==> src/rtl/assert_macros.svh <==
// assertion helpers used by the parser core
`ifndef ASSERT_MACROS_SVH
`define ASSERT_MACROS_SVH

// plain check sampled on the rising clock edge, muted in reset
`define WRP_ASSERT(label, cond, msg) \
  label: assert property (@(posedge clk) disable iff (rst) (cond)) else $error(msg);

// implication checked on the next clock edge
`define WRP_ASSERT_NEXT(label, ante, cons, msg) \
  label: assert property (@(posedge clk) disable iff (rst) (ante) |=> (cons)) else $error(msg);

`endif

==> src/rtl/wrp_pkg.sv <==
// ----------------------------------------------------------------------------
// wrp_pkg
// Types and constants for the RIFF/WAVE header parser.
// ----------------------------------------------------------------------------
package wrp_pkg;

  // four-character chunk tags, first character in the low byte
  localparam logic [31:0] TAG_RIFF = 32'h4646_4952;
  localparam logic [31:0] TAG_WAVE = 32'h4556_4157;
  localparam logic [31:0] TAG_FMT  = 32'h2074_6d66;
  localparam logic [31:0] TAG_CUE  = 32'h2065_7563;
  localparam logic [31:0] TAG_LIST = 32'h5453_494c;
  localparam logic [31:0] TAG_MARK = 32'h6b72_616d;
  localparam logic [31:0] TAG_DATA = 32'h6174_6164;

  localparam logic [7:0] SIGN_FLIP = 8'd128;

  // parse phases; numeric order is used for range checks
  typedef enum logic [3:0] {
    PH_OUTER_HDR  = 4'd0,
    PH_OUTER_SKIP = 4'd1,
    PH_WAVE_ID    = 4'd2,
    PH_SUB_HDR    = 4'd3,
    PH_FMT        = 4'd4,
    PH_CUE        = 4'd5,
    PH_LIST       = 4'd6,
    PH_OTHER      = 4'd7,
    PH_PAYLOAD    = 4'd8,
    PH_DEAD       = 4'd9
  } phase_t;

  typedef enum logic [1:0] {
    K_SAMPLE = 2'd0,
    K_REPORT = 2'd1,
    K_ERROR  = 2'd2,
    K_DONE   = 2'd3
  } kind_t;

  // status codes
  localparam logic [3:0] ST_OK       = 4'd0;
  localparam logic [3:0] ST_NO_WAVE  = 4'd1;
  localparam logic [3:0] ST_NO_FMT   = 4'd2;
  localparam logic [3:0] ST_NOT_PCM  = 4'd3;
  localparam logic [3:0] ST_CHANNELS = 4'd4;
  localparam logic [3:0] ST_WIDTH    = 4'd5;
  localparam logic [3:0] ST_NO_DATA  = 4'd6;
  localparam logic [3:0] ST_LOOP     = 4'd7;
  localparam logic [3:0] ST_EMPTY    = 4'd8;
  localparam logic [3:0] ST_NEG_LEN  = 4'd9;

  // seen flag bits
  localparam int SEEN_FMT  = 0;
  localparam int SEEN_CUE  = 1;
  localparam int SEEN_LIST = 2;

  typedef struct packed {
    kind_t        kind;
    logic [7:0]   sample_byte;
    logic [1:0]   channel_count;
    logic [31:0]  sample_rate;
    logic [1:0]   sample_width;
    logic [31:0]  loop_start;
    logic [30:0]  frame_count;
    logic [3:0]   status;
  } result_t;

  // chunk length rounded up to even
  function automatic logic [31:0] padded(input logic [31:0] s);
    logic [31:0] t;
    t = s + 32'd1;
    return {t[31:1], 1'b0};
  endfunction

  function automatic result_t mk_simple(input kind_t k, input logic [7:0] b,
                                        input logic [3:0] st);
    result_t r;
    r             = '0;
    r.kind        = k;
    r.sample_byte = b;
    r.status      = st;
    return r;
  endfunction

endpackage

==> src/rtl/wav_riff_header_parser_core.sv <==
// Results are written into a registered result queue and are read out from its head.
// One byte per cycle while in_stall is low; the parse step and queue write happen in the same cycle.
// A byte may give two results; input stalls when the 4-entry queue has fewer than 2 free.
// Reset (rst, synchronous, active high) returns the parser to the outer chunk header
// and empties the result queue; the final byte of a file also restarts the parser.
// ----------------------------------------------------------------------------
// wav_riff_header_parser_core
// Byte-serial RIFF/WAVE PCM parser: walks chunks, picks up fmt/cue/mark
// fields, reports the format and streams the payload bytes.
// ----------------------------------------------------------------------------
`include "assert_macros.svh"

module wav_riff_header_parser_core #(
  parameter int QDEPTH_LOG2 = 2
) (
  input  logic                  clk,
  input  logic                  rst,
  input  logic                  in_valid,
  output logic                  in_stall,
  input  logic [7:0]            in_byte,
  input  logic                  in_last,
  output logic                  out_valid,
  input  logic                  out_stall,
  output logic [1:0]            out_kind,
  output logic [7:0]            sample_byte,
  output logic [1:0]            channel_count,
  output logic [31:0]           sample_rate,
  output logic [1:0]            sample_width,
  output logic signed [31:0]    loop_start,
  output logic [30:0]           frame_count,
  output logic [3:0]            status
);
  import wrp_pkg::*;

  localparam int QDEPTH = 1 << QDEPTH_LOG2;

  // parser state
  phase_t      phase, phase_next;
  logic [31:0] file_offset, file_offset_next;
  logic [31:0] chunk_tag, chunk_tag_next;
  logic [31:0] chunk_size, chunk_size_next;
  logic [31:0] next_off, next_off_next;
  logic [31:0] field_shift, field_shift_next;
  logic [2:0]  seen, seen_next;
  logic [1:0]  held_channels, held_channels_next;
  logic [31:0] held_rate, held_rate_next;
  logic [1:0]  held_width, held_width_next;
  logic [31:0] held_loop_start, held_loop_start_next;
  logic [31:0] held_loop_frames, held_loop_frames_next;
  logic [31:0] bytes_to_emit, bytes_to_emit_next;
  logic [3:0]  fmt_verdict, fmt_verdict_next;

  // results of this byte
  result_t     res0, res1;
  logic [1:0]  nres;

  // helpers
  logic [31:0] hdr_pos, body_pos, half, bytes_left;
  logic [31:0] s_frames;
  logic signed [32:0] s_x, loop_x, total_x;
  logic [31:0] frames;
  logic [3:0]  verdict, end_code;
  logic        accept, pop;

  assign accept = in_valid && !in_stall;

  // result queue
  result_t                 queue [QDEPTH];
  logic [QDEPTH_LOG2-1:0]  wr_ptr, rd_ptr;
  logic [QDEPTH_LOG2:0]    count;

  assign out_valid = (count != '0);
  assign pop       = out_valid && !out_stall;
  assign in_stall  = (count > (QDEPTH_LOG2+1)'(QDEPTH - 2));

  // one parse step per byte
  always_comb begin
    phase_next            = phase;
    file_offset_next      = file_offset + 32'd1;
    chunk_tag_next        = chunk_tag;
    chunk_size_next       = chunk_size;
    next_off_next         = next_off;
    field_shift_next      = {in_byte, field_shift[31:8]};
    seen_next             = seen;
    held_channels_next    = held_channels;
    held_rate_next        = held_rate;
    held_width_next       = held_width;
    held_loop_start_next  = held_loop_start;
    held_loop_frames_next = held_loop_frames;
    bytes_to_emit_next    = bytes_to_emit;
    fmt_verdict_next      = fmt_verdict;
    res0 = '0;
    res1 = '0;
    nres = 2'd0;

    hdr_pos  = file_offset - next_off;
    body_pos = file_offset - (next_off - padded(chunk_size));
    half     = {16'd0, field_shift_next[31:16]};
    bytes_left = bytes_to_emit - 32'd1;

    // data chunk arithmetic, size taken from the incoming length
    verdict  = seen[SEEN_FMT] ? fmt_verdict : ST_NO_FMT;
    s_frames = (held_width == 2'd2) ? {1'b0, field_shift_next[31:1]} : field_shift_next;
    s_x      = {1'b0, s_frames};
    loop_x   = {held_loop_frames[31], held_loop_frames};
    total_x  = (held_loop_frames != '0) ? loop_x : s_x;
    frames   = (held_channels == 2'd2) ? total_x[32:1] : total_x[31:0];

    unique case (phase)
      PH_OUTER_HDR, PH_SUB_HDR: begin
        if (hdr_pos == 32'd3) begin
          chunk_tag_next = field_shift_next;
        end else if (hdr_pos == 32'd7) begin
          chunk_size_next = field_shift_next;
          next_off_next   = file_offset + 32'd1 + padded(field_shift_next);
          if (field_shift_next[31]) begin
            res0 = mk_simple(K_ERROR, 8'd0, ST_NEG_LEN); nres = 2'd1;
            phase_next = PH_DEAD;
          end else if (phase == PH_OUTER_HDR) begin
            if (chunk_tag == TAG_RIFF) begin
              next_off_next = file_offset + 32'd5;
              phase_next    = PH_WAVE_ID;
            end else begin
              phase_next = PH_OUTER_SKIP;
            end
          end else if (chunk_tag == TAG_DATA) begin
            // checks and format report
            if (verdict != ST_OK) begin
              res0 = mk_simple(K_ERROR, 8'd0, verdict); nres = 2'd1;
              phase_next = PH_DEAD;
            end else if (held_loop_frames != '0 && s_x < loop_x) begin
              res0 = mk_simple(K_ERROR, 8'd0, ST_LOOP); nres = 2'd1;
              phase_next = PH_DEAD;
            end else if (total_x <= 33'sd0) begin
              res0 = mk_simple(K_ERROR, 8'd0, ST_EMPTY); nres = 2'd1;
              phase_next = PH_DEAD;
            end else begin
              bytes_to_emit_next = frames << ((held_width == 2'd2 ? 1 : 0)
                                              + (held_channels == 2'd2 ? 1 : 0));
              res0               = '0;
              res0.kind          = K_REPORT;
              res0.channel_count = held_channels;
              res0.sample_rate   = held_rate;
              res0.sample_width  = held_width;
              res0.loop_start    = held_loop_start;
              res0.frame_count   = frames[30:0];
              nres = 2'd1;
              if (bytes_to_emit_next == '0) begin
                res1 = mk_simple(K_DONE, 8'd0, ST_OK); nres = 2'd2;
                phase_next = PH_DEAD;
              end else begin
                phase_next = PH_PAYLOAD;
              end
            end
          end else if (chunk_tag == TAG_FMT && !seen[SEEN_FMT]) begin
            seen_next[SEEN_FMT] = 1'b1;
            fmt_verdict_next    = ST_NOT_PCM;
            held_channels_next  = '0;
            held_width_next     = '0;
            held_rate_next      = '0;
            phase_next          = PH_FMT;
          end else if (chunk_tag == TAG_CUE && !seen[SEEN_CUE]) begin
            seen_next[SEEN_CUE]  = 1'b1;
            held_loop_start_next = '0;
            phase_next           = PH_CUE;
          end else if (chunk_tag == TAG_LIST && seen[SEEN_CUE] && !seen[SEEN_LIST]) begin
            seen_next[SEEN_LIST] = 1'b1;
            phase_next           = PH_LIST;
          end else begin
            phase_next = PH_OTHER;
          end
        end
      end
      PH_WAVE_ID: begin
        if (file_offset + 32'd1 == next_off) begin
          if (field_shift_next == TAG_WAVE) begin
            phase_next = PH_SUB_HDR;
          end else begin
            res0 = mk_simple(K_ERROR, 8'd0, ST_NO_WAVE); nres = 2'd1;
            phase_next = PH_DEAD;
          end
        end
      end
      PH_FMT: begin
        if (body_pos == 32'd1) begin
          if (fmt_verdict == ST_NOT_PCM && half == 32'd1) fmt_verdict_next = ST_CHANNELS;
        end else if (body_pos == 32'd3) begin
          if (fmt_verdict == ST_CHANNELS && (half == 32'd1 || half == 32'd2)) begin
            held_channels_next = half[1:0];
            fmt_verdict_next   = ST_WIDTH;
          end
        end else if (body_pos == 32'd7) begin
          held_rate_next = field_shift_next;
        end else if (body_pos == 32'd15) begin
          if (fmt_verdict == ST_WIDTH && half >= 32'd8 && half <= 32'd23) begin
            held_width_next  = half[4:3];
            fmt_verdict_next = ST_OK;
          end
        end
      end
      PH_CUE: begin
        if (body_pos == 32'd27) held_loop_start_next = field_shift_next;
      end
      PH_LIST: begin
        if (body_pos == 32'd19) begin
          chunk_tag_next = held_loop_start + field_shift_next;
        end else if (body_pos == 32'd23 && field_shift_next == TAG_MARK) begin
          held_loop_frames_next = chunk_tag;
        end
      end
      PH_PAYLOAD: begin
        res0 = mk_simple(K_SAMPLE,
                         (held_width == 2'd1) ? (in_byte ^ SIGN_FLIP) : in_byte, ST_OK);
        nres = 2'd1;
        bytes_to_emit_next = bytes_left;
        if (bytes_left == '0) begin
          res1 = mk_simple(K_DONE, 8'd0, ST_OK); nres = 2'd2;
          phase_next = PH_DEAD;
        end
      end
      default: begin
      end
    endcase

    // chunk end returns to the header walk
    if (file_offset + 32'd1 == next_off_next) begin
      if (phase_next == PH_OUTER_SKIP) begin
        phase_next = PH_OUTER_HDR;
      end else if (phase_next >= PH_FMT && phase_next <= PH_OTHER) begin
        phase_next = PH_SUB_HDR;
      end
    end

    // end of file verdict
    end_code = seen_next[SEEN_FMT] ? fmt_verdict_next : ST_NO_FMT;
    if (phase_next <= PH_WAVE_ID) begin
      end_code = ST_NO_WAVE;
    end else if (end_code == ST_OK) begin
      end_code = ST_NO_DATA;
    end
    if (in_last) begin
      if (phase_next == PH_PAYLOAD) begin
        if (nres == 2'd0) begin
          res0 = mk_simple(K_DONE, 8'd0, ST_OK);
        end else begin
          res1 = mk_simple(K_DONE, 8'd0, ST_OK);
        end
        nres = nres + 2'd1;
      end else if (phase_next != PH_DEAD) begin
        res0 = mk_simple(K_ERROR, 8'd0, end_code);
        nres = 2'd1;
      end
    end
  end

  // parser registers
  always_ff @(posedge clk) begin
    if (rst || (accept && in_last)) begin
      phase            <= PH_OUTER_HDR;
      file_offset      <= '0;
      chunk_tag        <= '0;
      chunk_size       <= '0;
      next_off         <= '0;
      field_shift      <= '0;
      seen             <= '0;
      held_channels    <= '0;
      held_rate        <= '0;
      held_width       <= '0;
      held_loop_start  <= '1;
      held_loop_frames <= '0;
      bytes_to_emit    <= '0;
      fmt_verdict      <= ST_OK;
    end else if (accept) begin
      phase            <= phase_next;
      file_offset      <= file_offset_next;
      chunk_tag        <= chunk_tag_next;
      chunk_size       <= chunk_size_next;
      next_off         <= next_off_next;
      field_shift      <= field_shift_next;
      seen             <= seen_next;
      held_channels    <= held_channels_next;
      held_rate        <= held_rate_next;
      held_width       <= held_width_next;
      held_loop_start  <= held_loop_start_next;
      held_loop_frames <= held_loop_frames_next;
      bytes_to_emit    <= bytes_to_emit_next;
      fmt_verdict      <= fmt_verdict_next;
    end
  end

  // result queue storage
  always_ff @(posedge clk) begin
    if (accept && nres != 2'd0) begin
      queue[wr_ptr] <= res0;
      if (nres == 2'd2) queue[wr_ptr + QDEPTH_LOG2'(1)] <= res1;
    end
  end

  // result queue pointers
  always_ff @(posedge clk) begin
    if (rst) begin
      wr_ptr <= '0;
      rd_ptr <= '0;
      count  <= '0;
    end else begin
      if (accept) wr_ptr <= wr_ptr + QDEPTH_LOG2'(nres);
      if (pop) rd_ptr <= rd_ptr + QDEPTH_LOG2'(1);
      count <= count + (accept ? (QDEPTH_LOG2+1)'(nres) : '0)
                     - (pop ? (QDEPTH_LOG2+1)'(1) : '0);
    end
  end

  // output transaction fields
  assign out_kind      = queue[rd_ptr].kind;
  assign sample_byte   = queue[rd_ptr].sample_byte;
  assign channel_count = queue[rd_ptr].channel_count;
  assign sample_rate   = queue[rd_ptr].sample_rate;
  assign sample_width  = queue[rd_ptr].sample_width;
  assign loop_start    = queue[rd_ptr].loop_start;
  assign frame_count   = queue[rd_ptr].frame_count;
  assign status        = queue[rd_ptr].status;

  // checks; the top count bit marks a full queue
  `WRP_ASSERT(a_queue_bound, count <= (QDEPTH_LOG2+1)'(QDEPTH), "result queue overflow")
  `WRP_ASSERT(a_ptrs, (count == '0) || count[QDEPTH_LOG2] || (wr_ptr != rd_ptr), "ptr mismatch")
  `WRP_ASSERT_NEXT(a_restart, accept && in_last, phase == PH_OUTER_HDR, "no restart at end")

endmodule
==> config.mk <==
export PLATFORM = sky130hd
export DESIGN_NAME = wav_riff_header_parser_core
export DESIGN_NICKNAME = d
export VERILOG_FILES = /design/src/rtl/wrp_pkg.sv /design/src/rtl/wav_riff_header_parser_core.sv
export VERILOG_INCLUDE_DIRS = /design/src /design/src/rtl
export SDC_FILE = /design/constraint.sdc
export NUM_CORES = 2
export LEC_CHECK = 0
export BUFFER_PORTS_ARGS = -buffer_cell sky130_fd_sc_hd__buf_2
export CAP_MARGIN = 20
export CORE_ASPECT_RATIO = 1.4
export CORE_UTILIZATION = 55
export CTS_CLUSTER_DIAMETER = 120
export DETAILED_ROUTE_END_ITERATION = 16
export PLACE_DENSITY = 0.83
export SKIP_CTS_REPAIR_TIMING = 1
export SYNTH_ARGS = -nofsm -noshare
export SYNTH_HDL_FRONTEND = slang
export SYNTH_SLANG_ARGS = --single-unit
==> constraint.sdc <==
create_clock -name clk -period 13.8 [get_ports clk]
set_input_delay 1.38 -clock clk [delete_from_list [all_inputs] [get_ports clk]]
set_output_delay 1.38 -clock clk [all_outputs]
set_load 0.05 [all_outputs]
==> flow_results.xml <==
<?xml version="1.0" encoding="UTF-8"?>
<metrics>
  <group name="route">
    <metric name="wire_length_on_met1" unit="um">57100</metric>
    <metric name="routed.top_layer" unit="">met5</metric>
    <metric name="wl_met2" unit="um">76000</metric>
    <metric name="1st_iter_drt_viols" unit="">4459</metric>
    <metric name="via_count_normalized_by_instance_count" unit="">6.64</metric>
    <metric name="drt_pre_antenna_iters" unit="">8</metric>
    <metric name="routed_wirelength" unit="um">165000</metric>
    <metric name="avgRoutedWirePerCell" unit="um">24.8</metric>
    <metric name="drc_markers" unit="">0</metric>
    <metric name="num_vias" unit="">44000</metric>
    <metric name="antenna_nets_post_route" unit="">0</metric>
    <metric name="wl_met3" unit="um">16100</metric>
  </group>
  <group name="clock_tree">
    <metric name="clock_tree_from_tritoncts" unit="">yes</metric>
    <metric name="worst_skew_pair.late_latency" unit="ns">0.66</metric>
    <metric name="clock_sink_count" unit="">756</metric>
    <metric name="count_of_h_tree_levels_built_during_cts" unit="">3</metric>
    <metric name="cts_max_path_buffers" unit="">3</metric>
    <metric name="cts.clk_slew.worst_paths" unit="ns">0.07</metric>
    <metric name="cts-root-buf" unit="">sky130_fd_sc_hd__clkbuf_16</metric>
    <metric name="cts-buffers-inserted" unit="">71</metric>
  </group>
  <group name="critical_path">
    <metric name="cp.arrival" unit="ns">10.05</metric>
    <metric name="crit_path_max_fanout" unit="">31</metric>
    <metric name="ff2ff_path_depth" unit="">27</metric>
    <metric name="timing.critical_path.from" unit="">chunk_size[6]</metric>
    <metric name="critPathKind" unit="">flip-flop to flip-flop</metric>
    <metric name="cp_data_required_time" unit="ns">14.29</metric>
    <metric name="timing.rr.start" unit="">chunk_size[6]</metric>
    <metric name="worstSetupEndpointType" unit="">flip-flop</metric>
    <metric name="ff2ff_setup_slack" unit="ns">4.24</metric>
    <metric name="worst_setup_path_start_kind" unit="">flip-flop</metric>
    <metric name="regToRegEndpoint" unit="">chunk_tag[6]</metric>
  </group>
  <group name="worst_hold_path">
    <metric name="worst_hold_path.num_cells" unit="">2</metric>
    <metric name="worst_hold_end" unit="">queue[2][83]</metric>
    <metric name="timing.hold.worst.start" unit="">queue[2][83]</metric>
    <metric name="worstHoldPathType" unit="">flip-flop to flip-flop</metric>
  </group>
  <group name="yosys">
    <metric name="synth_area" unit="sq um">46000</metric>
    <metric name="avgSynthCellArea" unit="sq um">8.18</metric>
    <metric name="synthDominantCellAreaShare" unit="%">32.6</metric>
    <metric name="synth_sequential_area_ratio" unit="%">33.1</metric>
    <metric name="ys_async_sr_fraction" unit="%">0</metric>
    <metric name="synthesized_nets" unit="">5837</metric>
    <metric name="synth-edff-count" unit="">8</metric>
    <metric name="synth_flop_cell" unit="">sky130_fd_sc_hd__dfxtp_1</metric>
    <metric name="netlist.top_cell.by_area" unit="">sky130_fd_sc_hd__dfxtp_1</metric>
    <metric name="postSynthCellCount" unit="">5627</metric>
    <metric name="ys_ff_latch" unit="">756</metric>
    <metric name="ys_warn_count" unit="">0</metric>
    <metric name="post_synth_main_area_contributors" unit="">sky130_fd_sc_hd__dfxtp_1 33%, sky130_fd_sc_hd__nand2_1 7.5%, sky130_fd_sc_hd__mux4_2 5.5%</metric>
    <metric name="post_synth_num_cell_types" unit="">107</metric>
  </group>
  <group name="placed_design">
    <metric name="place_congestion" unit="">1.05</metric>
    <metric name="placed_cells_incl_taps" unit="">6501</metric>
    <metric name="pre_cts_ws" unit="ns">4.99</metric>
    <metric name="total_half_perimeter_wirelength_after_legalization_and_detailed_placement" unit="um">112000</metric>
    <metric name="placedInstanceArea" unit="sq um">47000</metric>
    <metric name="buffer_ports.inserted" unit="">127</metric>
  </group>
  <group name="floorplanning">
    <metric name="area_of_the_core" unit="sq um">82900</metric>
    <metric name="placement_rows" unit="">125</metric>
    <metric name="fp.dieH" unit="um">344</metric>
    <metric name="die_area" unit="sq um">84800</metric>
    <metric name="chipWidth" unit="um">246</metric>
    <metric name="start_util" unit="%">55.5</metric>
    <metric name="pin_count" unit="">128</metric>
  </group>
  <group name="cells_and_area">
    <metric name="number_of_fill_cells_in_the_layout" unit="">7220</metric>
    <metric name="final_area" unit="sq um">49500</metric>
    <metric name="post_route_non_filler_standard_cell_count" unit="">6633</metric>
    <metric name="multi_input_comb_area" unit="sq um">28300</metric>
    <metric name="final_layout_size_suffix_gt1_share" unit="%">9.87</metric>
    <metric name="final_core_util" unit="%">59.7</metric>
    <metric name="final_nets" unit="">5708</metric>
    <metric name="final_common_cell" unit="">sky130_fd_sc_hd__nand2_1</metric>
    <metric name="areaGrowthSynthToFinish" unit="%">7.61</metric>
    <metric name="layout.cells.most_common_list" unit="">920 x sky130_fd_sc_hd__nand2_1, 746 x sky130_fd_sc_hd__dfxtp_1, 359 x sky130_fd_sc_hd__nor2_1</metric>
    <metric name="area.sequential" unit="sq um">15200</metric>
  </group>
  <group name="global_routing">
    <metric name="grt_first_pass_wirelength" unit="um">247000</metric>
    <metric name="grt_antenna_before_repair" unit="">9</metric>
    <metric name="globalRoute.totalOverflow" unit="">0</metric>
    <metric name="global_route.usage.total" unit="%">37.8</metric>
    <metric name="grt_pass1_vias" unit="">42000</metric>
    <metric name="maximum_number_of_pins_on_one_net_before_global_route_repair" unit="">130</metric>
  </group>
  <group name="pwr">
    <metric name="leakage" unit="uW">0.0189</metric>
    <metric name="power-per-cell-area" unit="nW/um^2">107</metric>
    <metric name="vdd_ir_drop_max" unit="mV">0.164</metric>
  </group>
  <group name="run">
    <metric name="drv.max_cap_violation_count" unit="">0</metric>
  </group>
  <group name="timing">
    <metric name="relSlewSlack" unit="%">8.53</metric>
    <metric name="finalSetupViolations" unit="">0</metric>
    <metric name="finalWorstPathRequiredPeriod" unit="ns">9.56</metric>
    <metric name="fmax" unit="MHz">105</metric>
    <metric name="clock_tree_skew_after_final_layout" unit="ns">0.0282</metric>
    <metric name="grt_setup_unrepaired" unit="">false</metric>
    <metric name="final_min_period_over_clock_period" unit="%">69.3</metric>
    <metric name="setup_total_negative_slack" unit="ns">0</metric>
    <metric name="tightest_slew" unit="ns">1.37</metric>
    <metric name="post-route-worst-setup-slack" unit="ns">4.24</metric>
    <metric name="final-max-slew-violation-count" unit="">0</metric>
    <metric name="hold_viol_final" unit="">0</metric>
  </group>
  <group name="outcome">
    <metric name="outcome" unit="">finished, final reports clean</metric>
  </group>
</metrics>
==> logic make-up (layout without fill, tap and decap cells) <==
kind of cell	Yosys count	in the layout	synth area share, %
xor gates and xnor gates	255	255	5.03
DFF	756	756	33.1
and+or+nand+nor	2038	2038	20.6
AOI/OAI and AO/OA	1470	1470	21.0
muxes	245	245	8.46
adders and majority gates	198	198	5.95
buffers and inverters	665	588	5.83
other	0	4	0
==> final cells by class <==
cell class	instances	share of cell area (%)
clock inverters	28	0.824
diodes	4	0.0202
flip-flops and latches	756	30.7
multi-input cells	4206	57.1
repair buffers	211	2.62
inverters	252	1.91
well taps	1079	2.73
clock buffers	97	4.05
==> cells in the mapped netlist (all sizes together) (37+ instances only) <==
| cell type | number |
|---|---|
| a221oi | 44 |
| nand2 | 923 |
| o211ai | 53 |
| mux4 | 113 |
| and2 | 41 |
| nor2 | 362 |
| or3 | 58 |
| dfxtp | 748 |
| nor3 | 104 |
| nand3 | 179 |
| o31ai | 259 |
| o21ai | 395 |
| nor4 | 53 |
| a21o | 59 |
| clkbuf | 311 |
| nand4 | 63 |
| a31oi | 37 |
| xor2 | 95 |
| and3 | 47 |
| inv | 252 |
| ha | 162 |
| xnor2 | 154 |
| a211oi | 42 |
| a21oi | 311 |
| mux2i | 114 |
| a22o | 48 |
| nand2b | 50 |
| buf | 102 |
==> state kept, by name, indices dropped and copies added (netlist names), named ones only <==
signal,count
queue,452
bytes_to_emit,32
chunk_size,32
chunk_tag,32
file_offset,32
held_loop_frames,32
held_loop_start,32
held_rate,32
next_off,32
field_shift,24
fmt_verdict,4
phase,4
count,3
seen,3
held_channels,2
held_width,2
rd_ptr,2
wr_ptr,2
==> layer usage <==
layer	track usage [%]	up-vias
li1	-	19900
met1	42.6	20900
met2	61.2	2465
met3	7.68	755
met4	32.0	4
met5	0	-
==> through the flow <==
stage	hold slack (ns)	power (uW)
3_3_place_gp	0.427	3270
2_1_floorplan	0.420	3000
4_1_cts	0.449	5290
6_report	0.445	5320
3_5_place_dp	0.436	3270
5_1_grt	0.464	5470
==> critical path: stages, from the launching register on <==
cell,delay (ns)
sky130_fd_sc_hd__dfxtp_1,0.42
sky130_fd_sc_hd__nand4_1,0.19
sky130_fd_sc_hd__nor4_1,0.42
sky130_fd_sc_hd__and2_1,0.23
sky130_fd_sc_hd__and3_1,0.18
sky130_fd_sc_hd__and3_1,0.22
sky130_fd_sc_hd__nand3_1,0.23
sky130_fd_sc_hd__xnor2_1,0.68
sky130_fd_sc_hd__fa_1,0.66
sky130_fd_sc_hd__ha_1,0.46
sky130_fd_sc_hd__inv_1,0.13
sky130_fd_sc_hd__a21oi_1,0.29
sky130_fd_sc_hd__o211ai_1,0.13
sky130_fd_sc_hd__or4_1,0.49
sky130_fd_sc_hd__a2111oi_0,0.36
sky130_fd_sc_hd__nand2_1,0.12
sky130_fd_sc_hd__nor4_1,0.18
sky130_fd_sc_hd__nand4_1,0.12
sky130_fd_sc_hd__nand4b_1,0.22
sky130_fd_sc_hd__a2111oi_0,0.52
sky130_fd_sc_hd__o2111ai_1,0.24
sky130_fd_sc_hd__nor4b_1,0.79
sky130_fd_sc_hd__nand3_1,0.42
sky130_fd_sc_hd__o41ai_1,0.89
sky130_fd_sc_hd__nand2_1,0.12
sky130_fd_sc_hd__buf_4,0.34
sky130_fd_sc_hd__a211oi_1,0.28
sky130_fd_sc_hd__nor3_1,0.07
==> power by group <==
group | switching [uW] | internal [uW]
Sequential | 64.2 | 2210
Combinational | 645 | 342
Clock | 914 | 1150
==> worst max-delay path by stage <==
stage	to	slack [ns]
6_report	chunk_tag[6]	4.24
3_3_place_gp	chunk_tag[4]	5.02
3_5_place_dp	chunk_tag[6]	4.99
5_1_grt	chunk_tag[4]	3.73
2_1_floorplan	chunk_tag[6]	7.05
4_1_cts	chunk_tag[6]	4.91
Power figures use the tool's default switching activity.
